### src/rtl/pnp_pkg.sv
`default_nettype none
package pnp_pkg;

  localparam int unsigned IdBitsDef    = 16;
  localparam int unsigned ScrFracDef   = 4;
  localparam int unsigned ClipW        = 51;
  localparam int unsigned NumW         = 52;
  localparam int unsigned QuoW         = 17;
  localparam int unsigned ProdW        = 66;
  localparam int unsigned OpW          = 33;
  localparam int unsigned WEpsUnits    = 26843;
  localparam int unsigned DepthOne     = 16384;

  localparam logic [2:0] RegRowX   = 3'd0;
  localparam logic [2:0] RegRowY   = 3'd1;
  localparam logic [2:0] RegRowZ   = 3'd2;
  localparam logic [2:0] RegRowW   = 3'd3;
  localparam logic [2:0] RegVpMin  = 3'd4;
  localparam logic [2:0] RegVpMax  = 3'd5;
  localparam logic [2:0] RegCursor = 3'd6;
  localparam logic [2:0] RegRadius = 3'd7;

  typedef struct packed {
    logic signed [31:0] pos_x;
    logic signed [31:0] pos_y;
    logic signed [31:0] pos_z;
    logic [15:0]        object_id;
    logic               frame_start;
  } pnp_in_t;

  typedef struct packed {
    logic               visible;
    logic [15:0]        screen_x;
    logic [15:0]        screen_y;
    logic signed [15:0] depth;
    logic               hover_valid;
    logic [15:0]        hover_id;
    logic [15:0]        hover_x;
    logic [15:0]        hover_y;
  } pnp_out_t;

endpackage
`default_nettype wire

### src/rtl/pnp_mul.sv
`default_nettype none
module pnp_mul
  import pnp_pkg::*;
(
  input  wire                     clk_i,
  input  wire signed [OpW-1:0]    a_i,
  input  wire signed [OpW-1:0]    b_i,
  output logic signed [ProdW-1:0] p_o
);

  logic signed [ProdW-1:0] p_q;

  always_ff @(posedge clk_i) begin
    p_q <= a_i * b_i;
  end

  assign p_o = p_q;

endmodule
`default_nettype wire

### config.mk
export PLATFORM = sky130hd
export DESIGN_NAME = pnp_mul
export DESIGN_NICKNAME = d
export VERILOG_FILES = /design/src/rtl/pnp_pkg.sv /design/src/rtl/pnp_mul.sv
export SDC_FILE = /design/constraint.sdc
export NUM_CORES = 2
export LEC_CHECK = 0
export BUFFER_PORTS_ARGS = -buffer_cell sky130_fd_sc_hd__buf_2
export CAP_MARGIN = 5
export CELL_PAD_IN_SITES_DETAIL_PLACEMENT = 1
export CELL_PAD_IN_SITES_GLOBAL_PLACEMENT = 1
export CORE_MARGIN = 5
export CORE_UTILIZATION = 55
export DETAILED_ROUTE_END_ITERATION = 16
export GPL_TIMING_DRIVEN = 0
export PLACE_DENSITY = 0.87
export SLEW_MARGIN = 20
export SYNTH_ARGS = -nofsm -noshare
export SYNTH_HDL_FRONTEND = slang
export SYNTH_SLANG_ARGS = --single-unit
export TNS_END_PERCENT = 20
### constraint.sdc
create_clock -name clk_i -period 21.9 [get_ports clk_i]
set_input_delay 0 -clock clk_i [delete_from_list [all_inputs] [get_ports clk_i]]
set_output_delay 0 -clock clk_i [all_outputs]
set_load 0.02 [all_outputs]
# After elaboration in Yosys (flattened, before gate mapping)
# Cells that the tools add are included.
[word_totals]
ff_bits = 66
in_bits = 67
out_inout_bits = 66
[classes]
mul = 1
[op_table]
columns = ["op", "n"]
rows = [
  ["multiplier 33 x 33 -> 66 bit", 1],
]

# Logic depth before layout (Yosys ltp)
[depth]
depth_word = 1
mapped_depth = 27

# Least setup slack after synthesis
# No wires, ideal clock.
[synth_timing]
path_type = "input-to-reg"
from = "in a_i[32]"
to = "reg p_q[62], in the netlist p_o[62]"
t_arrival_ns = 7.157
slack_ns = 14.664
path_stages = 23
cell_sequence = "clkbuf_1 -> nand2_1 -> inv_1 -> fa_1 -> fa_1 -> fa_1 -> fa_1 -> fa_1 -> fa_1 -> fa_1 -> inv_1 -> fa_1 -> inv_1 -> ha_1 -> clkbuf_1 -> and3_1 -> nand3_1 -> nand2b_1 -> a2111oi_4 -> a211oi_4 -> a21o_2 -> a21o_1 -> a211oi_2"
[synth_via]
elab_chain_cells = 1
[synth_rtl]
columns = ["element", "line_no", "source"]
rows = [
  ["start: declaration", "pnp_mul.sv:6", "input wire signed [OpW-1:0] a_i,"],
  ["multiplier 33 x 33 -> 66 bit", "pnp_mul.sv:14", "p_q <= a_i * b_i;"],
  ["end signal: assignment", "pnp_mul.sv:14", ""],
  ["end: declaration", "pnp_mul.sv:11", "logic signed [ProdW-1:0] p_q;"],
]
# No other way between the ends.

# Final worst setup path
[layout_timing]
from = "in b_i[6]"
to = "reg p_q[64], in the netlist p_o[64]"
[layout_via]
elab_chain_cells = 1
[layout_rtl]
columns = ["element", "line_no", "source"]
rows = [
  ["start: declaration", "pnp_mul.sv:7", "input wire signed [OpW-1:0] b_i,"],
  ["multiplier 33 x 33 -> 66 bit", "pnp_mul.sv:14", ""],
]
# No other way between the ends.

==> flow_summary_export.csv <==
group,metric,value,unit
timing,slew_headroom,0.246,
worst_setup_path,crit_fanout,17,
clock_network,cts.sinks,66,
floorplanning,io_pins,133,
worst_setup_path,start_kind,"input pin",
logic_synthesis,ys_warn_count,0,
worst_setup_path,crit_arrival,8880,ps
timing,slew_violations,0,
clock_network,holdBufCountCts,0,
grt,grt_first_pass_wirelength,240000,µm
logic_synthesis,synth_nets,5767,
finish,drive_gt1_frac,0.0441,
job,maxCapViolations,0,
logic_synthesis,synth_cells,4338,
logic_synthesis,async_flop_share,0,
place,numPortBuffers,132,
worst_hold_path,hold_start,"a_i[0]",
worst_setup_path,cp-end-kind,"flip-flop",
timing,rsz0062_at_grt,"no",
timing,setup_tns,0,ps
timing,worst_slew_pin_slew,1130,ps
place,place_hpwl,142000,µm
grt,track_usage,0.417,
worst_hold_path,hp-class,"input pin to flip-flop",
worst_setup_path,cp_common_cell,"fa_1",
logic_synthesis,synth_edf_count,0,
grt,grt_pass1_vias,37400,
route,routed_wl,161000,µm
timing,fin_crit,8620,ps
worst_setup_path,cp_data_required_time,22160,ps
worst_setup_path,critPathSlowestCell,"fa_2",
worst_setup_path,worstSetupPathType,"input pin to flip-flop",
route,drt_iter0_drc,2951,
clock_network,cts_setup_buffers,0,
route,vias_per_cell,5.93,
worst_setup_path,cpPeakStageDelay,910,ps
outcome,status,"finished clean",
finish,largest_reg_flops,66,
timing,final-setup-viol-count,0,
logic_synthesis,yosysUniqueCellTypes,80,
route,drc_errors,0,
floorplanning,start_util,0.556,
clock_network,cts_max_path_buffers,2,
logic_synthesis,syn_avg_cell_area,9.39,µm²
floorplanning,core_area,0.0732,mm²
finish,areaGrowthSynthToFinish,5.29,%
route,dr.pass1.iters,5,
grt,gr-total-overflow,0,
grt,grt_max_degree,27,
grt,grt_antenna_before_repair,14,
timing,hold_viol,0,
clock_network,cts.reportedPaths.clkPinSlew,70,ps
clock_network,htreeDepth,3,
floorplanning,chipHeight,282,µm
worst_hold_path,min_to,"p_o[0]",
logic_synthesis,syn_area,0.0407,mm²
clock_network,cts_resized,0,
timing,fin_crit_sh,0.394,
timing,fmax,116,MHz
floorplanning,rows,99,
logic_synthesis,ys_ff_latch,66,
worst_hold_path,worstHoldPathCells,2,
route,detail-route-antenna-nets,0,
clock_network,cts_tree,"built",
worst_setup_path,cp_cell_sequence,"buf_2, clkbuf_1, nand2_1, inv_1, fa_1, fa_1, inv_1, fa_1, inv_1, fa_2, fa_1, fa_1, fa_1, inv_1, fa_1, inv_1, ha_1, clkbuf_1, nand4_1, nor3_1, o311ai_4, nand3_2, a211oi_1, a311oi_1",
route,wl_per_cell,29.6,µm
route,vias,32400,
floorplanning,die-area,0.0796,mm²
place,place_congestion,1.07,
finish,fin_nets,5910,
clock_network,cts_buffers,9,
logic_synthesis,yosysSeqAreaShare,0.0324,
logic_synthesis,synth_top_flop_cell,"dfxtp_1",
clock_network,root_buffer,"clkbuf_16",
floorplanning,fp.dieW,282,µm
[kinds of logic after synthesis]
family,after synthesis,synth area share
compound gates,219,0.0407
xor+xnor,68,0.0146
fa+ha+maj,1362,0.629
buf+inv,1352,0.125
flops,66,0.0324
simple gates,1271,0.158
[routing by layer]
layer | part of all wire | GRT usage | vias to the layer above
li1 | - | - | 12700
met1 | 0.34 | 0.496 | 17000
met2 | 0.46 | 0.661 | 1983
met3 | 0.11 | 0.119 | 714
met4 | 0.092 | 0.289 | 8
met5 | 0.00079 | 0.00954 | -
[worst max-delay path, delay by kind of cell]
kind | cells | cell delay [ps]
buffers and inverters | 8 | 1830
AO/OA/AOI/OAI | 3 | 780
adder cells (fa/ha/maj) | 9 | 4880
AND/OR/NAND/NOR | 4 | 1370
[synthesized netlist by cell type (all sizes together), types with 3 or more instances]
master  number  area, µm²
o211ai       5       51.3
nand3       26        135
a211oi      11        110
a21o        38        288
o21bai      11       82.6
nand4       12       81.3
xor2        25        219
clkbuf     208        781
a211o        6       52.6
nand2      551       2070
o21a         6       45.0
a221oi       3       43.8
and4         5       43.8
o21ai       33        173
fa        1145      22900
a31oi        9       62.6
o31ai        7        104
a21oi       61        328
nor2        68        255
nor2b        5       31.3
a21boi       3       33.8
ha         217       2720
and3         6       42.5
nor4         3       33.8
and2       563       3520
dfxtp       66       1320
nand2b      12       75.1
or2          3       18.8
or3          3       18.8
buf         13       70.1
xnor2       43        377
nor3         7       35.0
inv       1131       4250
[layout by cell type, fill, tap and decap left out, types with 25 or more instances in the layout]
cell type	synthesis	routed
fa_1	1145	1143
o21ai_0	25	25
ha_1	217	217
inv_1	1131	1131
a21oi_1	57	57
a21o_1	36	36
xor2_1	25	25
nor2_1	68	68
dfxtp_1	66	66
nand2_1	551	551
and2_1	562	562
buf_2	11	143
xnor2_1	43	43
nand3_1	25	25
clkbuf_1	208	208
[stage by stage]
step	std cells	util	hold slack [ps]	cell area [µm²]	setup slack [ps]
finish	5456	0.586	107	42900	13280
floorplan	4338	-	127	40700	14660
CTS	5444	0.585	84.3	42900	13010
global route	5447	0.586	96.0	42900	13020
global placement	5429	0.582	416	42600	12770
detailed placement	5429	0.582	417	42600	12680
[area by class of cell]
type,instances,area [µm²]
multi-input combinational,2920,34300
fill,8521,30300
sequential,66,1320
clock inverter,6,35.0
timing repair buffer,132,661
tap,959,1200
antenna,12,30.0
inverter,1131,4250
buffer,221,851
clock buffer,9,225
[worst max-delay path by stage]
stage                        from  endpoint  slack [ps]  depth (start not counted)
after floorplan           a_i[32]   p_o[62]       14660                         23
after detailed placement  a_i[32]   p_o[64]       12680                         24
after CTS                 a_i[32]   p_o[64]       13010                         22
after global routing       b_i[6]   p_o[64]       13020                         24
final                      b_i[6]   p_o[64]       13280                         24
after global placement    a_i[32]   p_o[64]       12770                         22
Power is not shown: default switching activity piles up to over one toggle a cycle in this logic, so the estimate is an artifact.
