`src/rtl/pnp_pkg.sv`:
```
`default_nettype none
package pnp_pkg;

  localparam int unsigned IdBitsDef    = 16;
  localparam int unsigned ScrFracDef   = 4;
  localparam int unsigned ClipW        = 51;
  localparam int unsigned NumW         = 52;
  localparam int unsigned QuoW         = 17;
  localparam int unsigned ProdW        = 66;
  localparam int unsigned OpW          = 33;
  localparam int unsigned WEpsUnits    = 26843;
  localparam int unsigned DepthOne     = 16384;

  localparam logic [2:0] RegRowX   = 3'd0;
  localparam logic [2:0] RegRowY   = 3'd1;
  localparam logic [2:0] RegRowZ   = 3'd2;
  localparam logic [2:0] RegRowW   = 3'd3;
  localparam logic [2:0] RegVpMin  = 3'd4;
  localparam logic [2:0] RegVpMax  = 3'd5;
  localparam logic [2:0] RegCursor = 3'd6;
  localparam logic [2:0] RegRadius = 3'd7;

  typedef struct packed {
    logic signed [31:0] pos_x;
    logic signed [31:0] pos_y;
    logic signed [31:0] pos_z;
    logic [15:0]        object_id;
    logic               frame_start;
  } pnp_in_t;

  typedef struct packed {
    logic               visible;
    logic [15:0]        screen_x;
    logic [15:0]        screen_y;
    logic signed [15:0] depth;
    logic               hover_valid;
    logic [15:0]        hover_id;
    logic [15:0]        hover_x;
    logic [15:0]        hover_y;
  } pnp_out_t;

endpackage
`default_nettype wire

```
`src/rtl/pnp_div.sv`:
```
`default_nettype none
module pnp_div
  import pnp_pkg::*;
(
  input  wire                      clk_i,
  input  wire                      rst_ni,
  input  wire                      start_i,
  input  wire  [NumW+QuoW-1:0]     num_i,
  input  wire  [NumW-1:0]          den_i,
  output logic                     done_o,
  output logic [QuoW-1:0]          quo_o,
  output logic [NumW-1:0]          rem_o
);

  // The caller guarantees num_i >> QuoW < den_i, so the quotient fits QuoW bits.
  logic [NumW-1:0]  rem_q, rem_d;
  logic [QuoW-1:0]  low_q, low_d;
  logic [QuoW-1:0]  quo_q, quo_d;
  logic [NumW-1:0]  den_q;
  logic [4:0]       cnt_q, cnt_d;
  logic             busy_q, busy_d;
  logic             done_q, done_d;
  logic [NumW:0]    trial;
  logic [NumW:0]    diff;

  always_comb begin
    trial  = {rem_q, low_q[QuoW-1]};
    diff   = trial - {1'b0, den_q};
    rem_d  = rem_q;
    low_d  = low_q;
    quo_d  = quo_q;
    cnt_d  = cnt_q;
    busy_d = busy_q;
    done_d = 1'b0;
    if (start_i) begin
      rem_d  = num_i[NumW+QuoW-1:QuoW];
      low_d  = num_i[QuoW-1:0];
      quo_d  = '0;
      cnt_d  = '0;
      busy_d = 1'b1;
    end else if (busy_q) begin
      low_d = {low_q[QuoW-2:0], 1'b0};
      if (trial >= {1'b0, den_q}) begin
        rem_d = diff[NumW-1:0];
        quo_d = {quo_q[QuoW-2:0], 1'b1};
      end else begin
        rem_d = trial[NumW-1:0];
        quo_d = {quo_q[QuoW-2:0], 1'b0};
      end
      cnt_d = cnt_q + 5'd1;
      if (cnt_q == 5'(QuoW - 1)) begin
        busy_d = 1'b0;
        done_d = 1'b1;
      end
    end
  end

  always_ff @(posedge clk_i or negedge rst_ni) begin
    if (!rst_ni) begin
      busy_q <= 1'b0;
      done_q <= 1'b0;
      cnt_q  <= '0;
    end else begin
      busy_q <= busy_d;
      done_q <= done_d;
      cnt_q  <= cnt_d;
    end
  end

  always_ff @(posedge clk_i) begin
    rem_q <= rem_d;
    low_q <= low_d;
    quo_q <= quo_d;
    if (start_i) begin
      den_q <= den_i;
    end
  end

  assign done_o = done_q;
  assign quo_o  = quo_q;
  assign rem_o  = rem_q;

  a_no_restart: assert property (@(posedge clk_i) disable iff (!rst_ni)
    start_i |-> !busy_q)
    else $error("divider started while busy");

endmodule
`default_nettype wire

```
`config.mk`:
```
export PLATFORM = sky130hd
export DESIGN_NAME = pnp_div
export DESIGN_NICKNAME = d
export VERILOG_FILES = /design/src/rtl/pnp_pkg.sv /design/src/rtl/pnp_div.sv
export SDC_FILE = /design/constraint.sdc
export NUM_CORES = 1
export LEC_CHECK = 0
export ABC_CLOCK_PERIOD_IN_PS = 4200
export BUFFER_PORTS_ARGS = -buffer_cell sky130_fd_sc_hd__buf_2
export CAP_MARGIN = 40
export CORE_MARGIN = 1.5
export CORE_UTILIZATION = 56
export DETAILED_ROUTE_END_ITERATION = 12
export PLACE_DENSITY = 0.87
export SYNTH_ARGS = -nofsm -noshare
export SYNTH_HDL_FRONTEND = slang
export SYNTH_SLANG_ARGS = --single-unit
```
`constraint.sdc`:
```
create_clock -name clk_i -period 4.2 [get_ports clk_i]
set_input_delay 1.05 -clock clk_i [delete_from_list [all_inputs] [get_ports clk_i]]
set_output_delay 1.05 -clock clk_i [all_outputs]
set_load 0.1 [all_outputs]
```
# --- Word level (Yosys, flattened, before mapping) ---
# Index checks and enable logic that the tools add are counted.
classes:
  mux: 14
  n_reduce_logical: 1
  n_addsub: 2
  n_lt_le_gt_ge: 1
  n_eq_ne: 1
op_table:
  columns: ["cell", "count"]
  rows:
  - ["$mux 52", 3]
  - ["$ge 53x52->1", 1]
  - ["$sub 52x52->52", 1]
  - ["$mux 17", 2]
  - ["$mux 5", 2]
  - ["$mux 1", 7]
  - ["$add 5x1->5 const B", 1]
  - ["$eq 5x5->1 const B", 1]
  - ["$reduce_bool 2->1", 1]
word_totals:
  register_bits: 145
  word_cells: 26
  input_bits: 124

# --- Longest topological paths before layout ---
depth:
  ltp_word: 4
  mapped_depth: 14
  ltp_nobuf: 13

# --- Worst setup path after synthesis ---
# OpenSTA, ideal clock, no wires.
synth_path:
  kind: "register -> register"
  startpoint: "reg rem_q[9], in the netlist rem_o[9]"
  endpoint: "reg rem_q[46], in the netlist rem_o[46], data pin"
  required_time_ns: 3.939
  setup_ns: 0.261
  t_arrival_ns: 3.421
  path_stages_with_launch: 11
  synth_period_minus_slack_ns: 3.682
  path_slack_ns: 0.518
  cell_sequence: "edfxtp_1 > ha_1 > buf_2 > nand4_1 > or4_1 > or4_1 > o211ai_1 > a21oi_2 > buf_6 > and3b_1 > a221o_1"
synth_via:
  elab_chain_len: 4
  elab_cells_between_ends: 5
  classes_between: "1 x add/sub; 1 x order compare; 3 x mux"
synth_rtl:
  columns: ["item", "line", "text"]
  rows:
  - ["from (decl)", "pnp_div.sv:16", "logic [NumW-1:0] rem_q, rem_d;"]
  - ["from (signal assigned)", "pnp_div.sv:71", "rem_q <= rem_d;"]
  - ["$sub 52x52->52 / $ge 53x52->1 (equally long branches)", "pnp_div.sv:28, pnp_div.sv:43", null]
  - ["$mux 52 *", "pnp_div.sv:43", "if (trial >= {1'b0, den_q}) begin"]
  - ["$mux 52 *", "pnp_div.sv:41", "end else if (busy_q) begin"]
  - ["$mux 52 *", "pnp_div.sv:35", "if (start_i) begin"]
  - ["named net rem_d[46]", "pnp_div.sv:16", null]
# The timed path passes the listed nets; every way through them passes the cells marked *. The select of a mux whose other input is x is not followed.
# A chain may end at the register's enable or synchronous reset.

# --- Worst setup path in the final report ---
layout_path:
  startpoint: "reg rem_q[2], in the netlist rem_o[2]"
  endpoint: "reg rem_q[6], in the netlist rem_o[6], data pin"
# Same word-level chain as after synthesis.

==> metrics.md <==
| Metric | Value |
|---|---|
| Tightest Pin Transition | `795 ps` |
| Largest net degree at the start of global routing | `121` |
| Vias | `7630` |
| Clock latency on the worst-skew pair | `roughly 430 ps` |
| PwrDens | `895 nW/µm²` |
| Final slew viol count | `0` |
| Post-Route Skew | `between 10 and 15 ps` |
| F_max | `around 0.26 GHz` |
| Commonest non-fill, non-tap cells in the layout | `buf_2, edfxtp_1, nand2_1` |
| Placed Cells | `between 1000 and 1500` |
| Synth Register Bits | `~150` |
| Area delta synth->final | `18.6%` |
| Final net count | `around 1200` |
| CP Capture Type | `flop` |
| Post-synth top flop | `edfxtp_1` |
| Final Hold Fails | `0` |
| R2R depth | `12` |
| Post-CTS Setup Inserts | `0` |
| Total Power | `approximately 0.0097 W` |
| CP startpoint kind | `flop` |
| Post-synthesis sequential area ratio | `0.454` |
| Post-synth ARST share | `0.0483` |
| Global router's overall resource usage | `0.262` |
| CTS tree | `built` |
| DRC | `0` |
| DIE AREA | `between 15000 and 20000 µm²` |
| Post-DR wirelength/cell | `17.2 µm` |
| Pleak | `~4.8 nW` |
| Worst-path clk slew | `approximately 70 ps` |
| Initial Utilization | `0.575` |
| DP Area | `just over 10000 µm²` |
| Worst path required time | `roughly 4300 ps` |
| Crit Path Class | `reg2reg` |
| Num CTS Buffers | `17` |
| Final period util | `0.901` |
| DRT iter0 DRCs | `slightly above 700` |
| Final WL | `between 20000 and 25000 µm` |
| First-pass detailed-route iteration total | `5` |
| Clock buffer depth | `2` |
| Via/cell ratio | `about 5.9` |
| CP Max Fanout | `23` |
| Num ports | `a little under 200` |
| Initial antenna violation count | `1` |
| Tmin final | `3780 ps` |
| Ranking of synthesized cells by area | `edfxtp_1, ha_1, dfxtp_1` |
| GRT overflow | `0` |
| Core area | `15900 µm²` |
| Synthesized cell area | `slightly above 9000 µm²` |
| Number of synthesized flops with an enable pin | `121` |
| Resize count post-CTS | `0` |
| Maximum vdd drop | `approximately 800 µV` |
| Final worst slack | `between 400 and 500 ps` |
| CTS H-Tree Depth | `4` |
| Commonest non-fill, non-tap cell in the layout | `buf_2` |
| RSZ-0062 raised after global routing | `no` |
| Die H | `roughly 130 µm` |
| First-pass GRT wire length | `approximately 35000 µm` |
| Setup_tns | `0 ps` |
| Post-CTS Hold Fix Bufs | `0` |
| WP data arrival | `3920 ps` |
| Post-route cell area | `between 10000 and 15000 µm²` |
| Clk sinks | `about 150` |
| Die Wd | `~130 µm` |
| FF-to-FF Start | `rem_o[2]` |
| HP Class | `in2async` |
| Status | `finished, final reports clean` |
| Max cap viols | `0` |
| Post-synth top area share | `0.398` |
| Non-Filler Instances | `1294` |
| Vias in the first global route | `7318` |
| Layout cells sized above 1 | `0.243` |
| Port bufs | `between 150 and 200` |
| Synth area leader | `edfxtp_1` |
| Pre-CTS WS | `502 ps` |
| R2R Path End | `rem_o[6]` |
| Syn nets | `between 1000 and 1500` |
| CTS root buffer | `clkbuf_16` |
| Row cnt | `46` |
| Cell variety after synth | `69` |
| Yosys warns | `0` |
| Synthesized instance count | `between 800 and 900` |
| # setup viols final | `0` |
| Routability Congestion | `around 0.95` |
| Post-DP HPWL | `about 17000 µm` |
| Final ANT Viol Nets | `0` |
| Relative slew slack | `0.470` |
| R2R Setup Slk | `420 ps` |
| Avg Inst Size Synth | `just over 10 µm²` |
## final cells by class
class	count	area, µm²
fill	1248	5050
antenna	1	2.50
tap	216	270
inverter	59	221
multi-input combinational	640	4560
timing repair buffer	201	1060
clock buffer	18	450
clock inverter	14	130
sequential	145	4150
## layer usage
layer,vias to the layer above,routed length [µm],global-route usage
li1,3675,-,-
met1,3622,9820,0.344
met2,297,10400,0.428
met3,36,1540,0.0627
met4,0,470,0.0924
met5,-,0,0
## cells in the mapped netlist, types with 21 or more instances
cell type  instances
a21o_1            23
a21oi_1           61
clkbuf_1          43
edfxtp_1         121
ha_1              54
inv_1             59
mux2i_1           28
nand2_1           83
nand3b_1          31
nand4_1           21
nor2_1            46
o21ai_0           33
o311ai_1          28
xnor2_1           25
xor2_1            27
## cells by family after synthesis
group	count (synthesis)	share of synthesized area
compound gates	234	0.178
fa+ha+maj	55	0.0761
simple gates	252	0.140
flops	145	0.454
buf+inv	113	0.0479
mux	47	0.0541
xor+xnor	52	0.0498
## sequential cells by signal, indices dropped and copies added (netlist names)
signal and count:
low_q 17, busy_q 1, quo_o 17, den_q 52, rem_o 52, cnt_q 5, done_o 1
## power by group
part           internal [W]  switching [W]  total (W)
clock              0.000823       0.000676    0.00150
combinational       0.00169        0.00425    0.00594
sequential          0.00200       0.000262    0.00226
total               0.00451        0.00519    0.00970
## through the flow
stage / hold WS [ps] / util
global placement: 471 / 0.646
detailed placement: 486 / 0.646
floorplan: 504 / -
finish: 444 / 0.682
CTS: 432 / 0.682
global route: 438 / 0.682
## how the worst max path moves through the flow
stage / start / to / slack, ps / cells after the start
2_1_floorplan: rem_o[9] / rem_o[46] / 520 / 10
3_3_place_gp: rem_o[2] / rem_o[33] / 620 / 12
3_5_place_dp: rem_o[2] / rem_o[33] / 500 / 12
4_1_cts: rem_o[2] / rem_o[33] / 480 / 12
5_1_grt: rem_o[2] / rem_o[33] / 220 / 12
6_report: rem_o[2] / rem_o[6] / 420 / 12
## critical path, stage by stage, from the launching register on
cell,delay (ps)
edfxtp_1,430
ha_1,390
a21o_1,200
a21oi_1,260
a211oi_2,160
o21bai_1,180
a2111o_1,170
a31o_2,240
o21ai_2,90
a21oi_4,580
buf_4,320
mux2i_1,320
o21ai_0,140
Power figures use the tool's default switching activity.
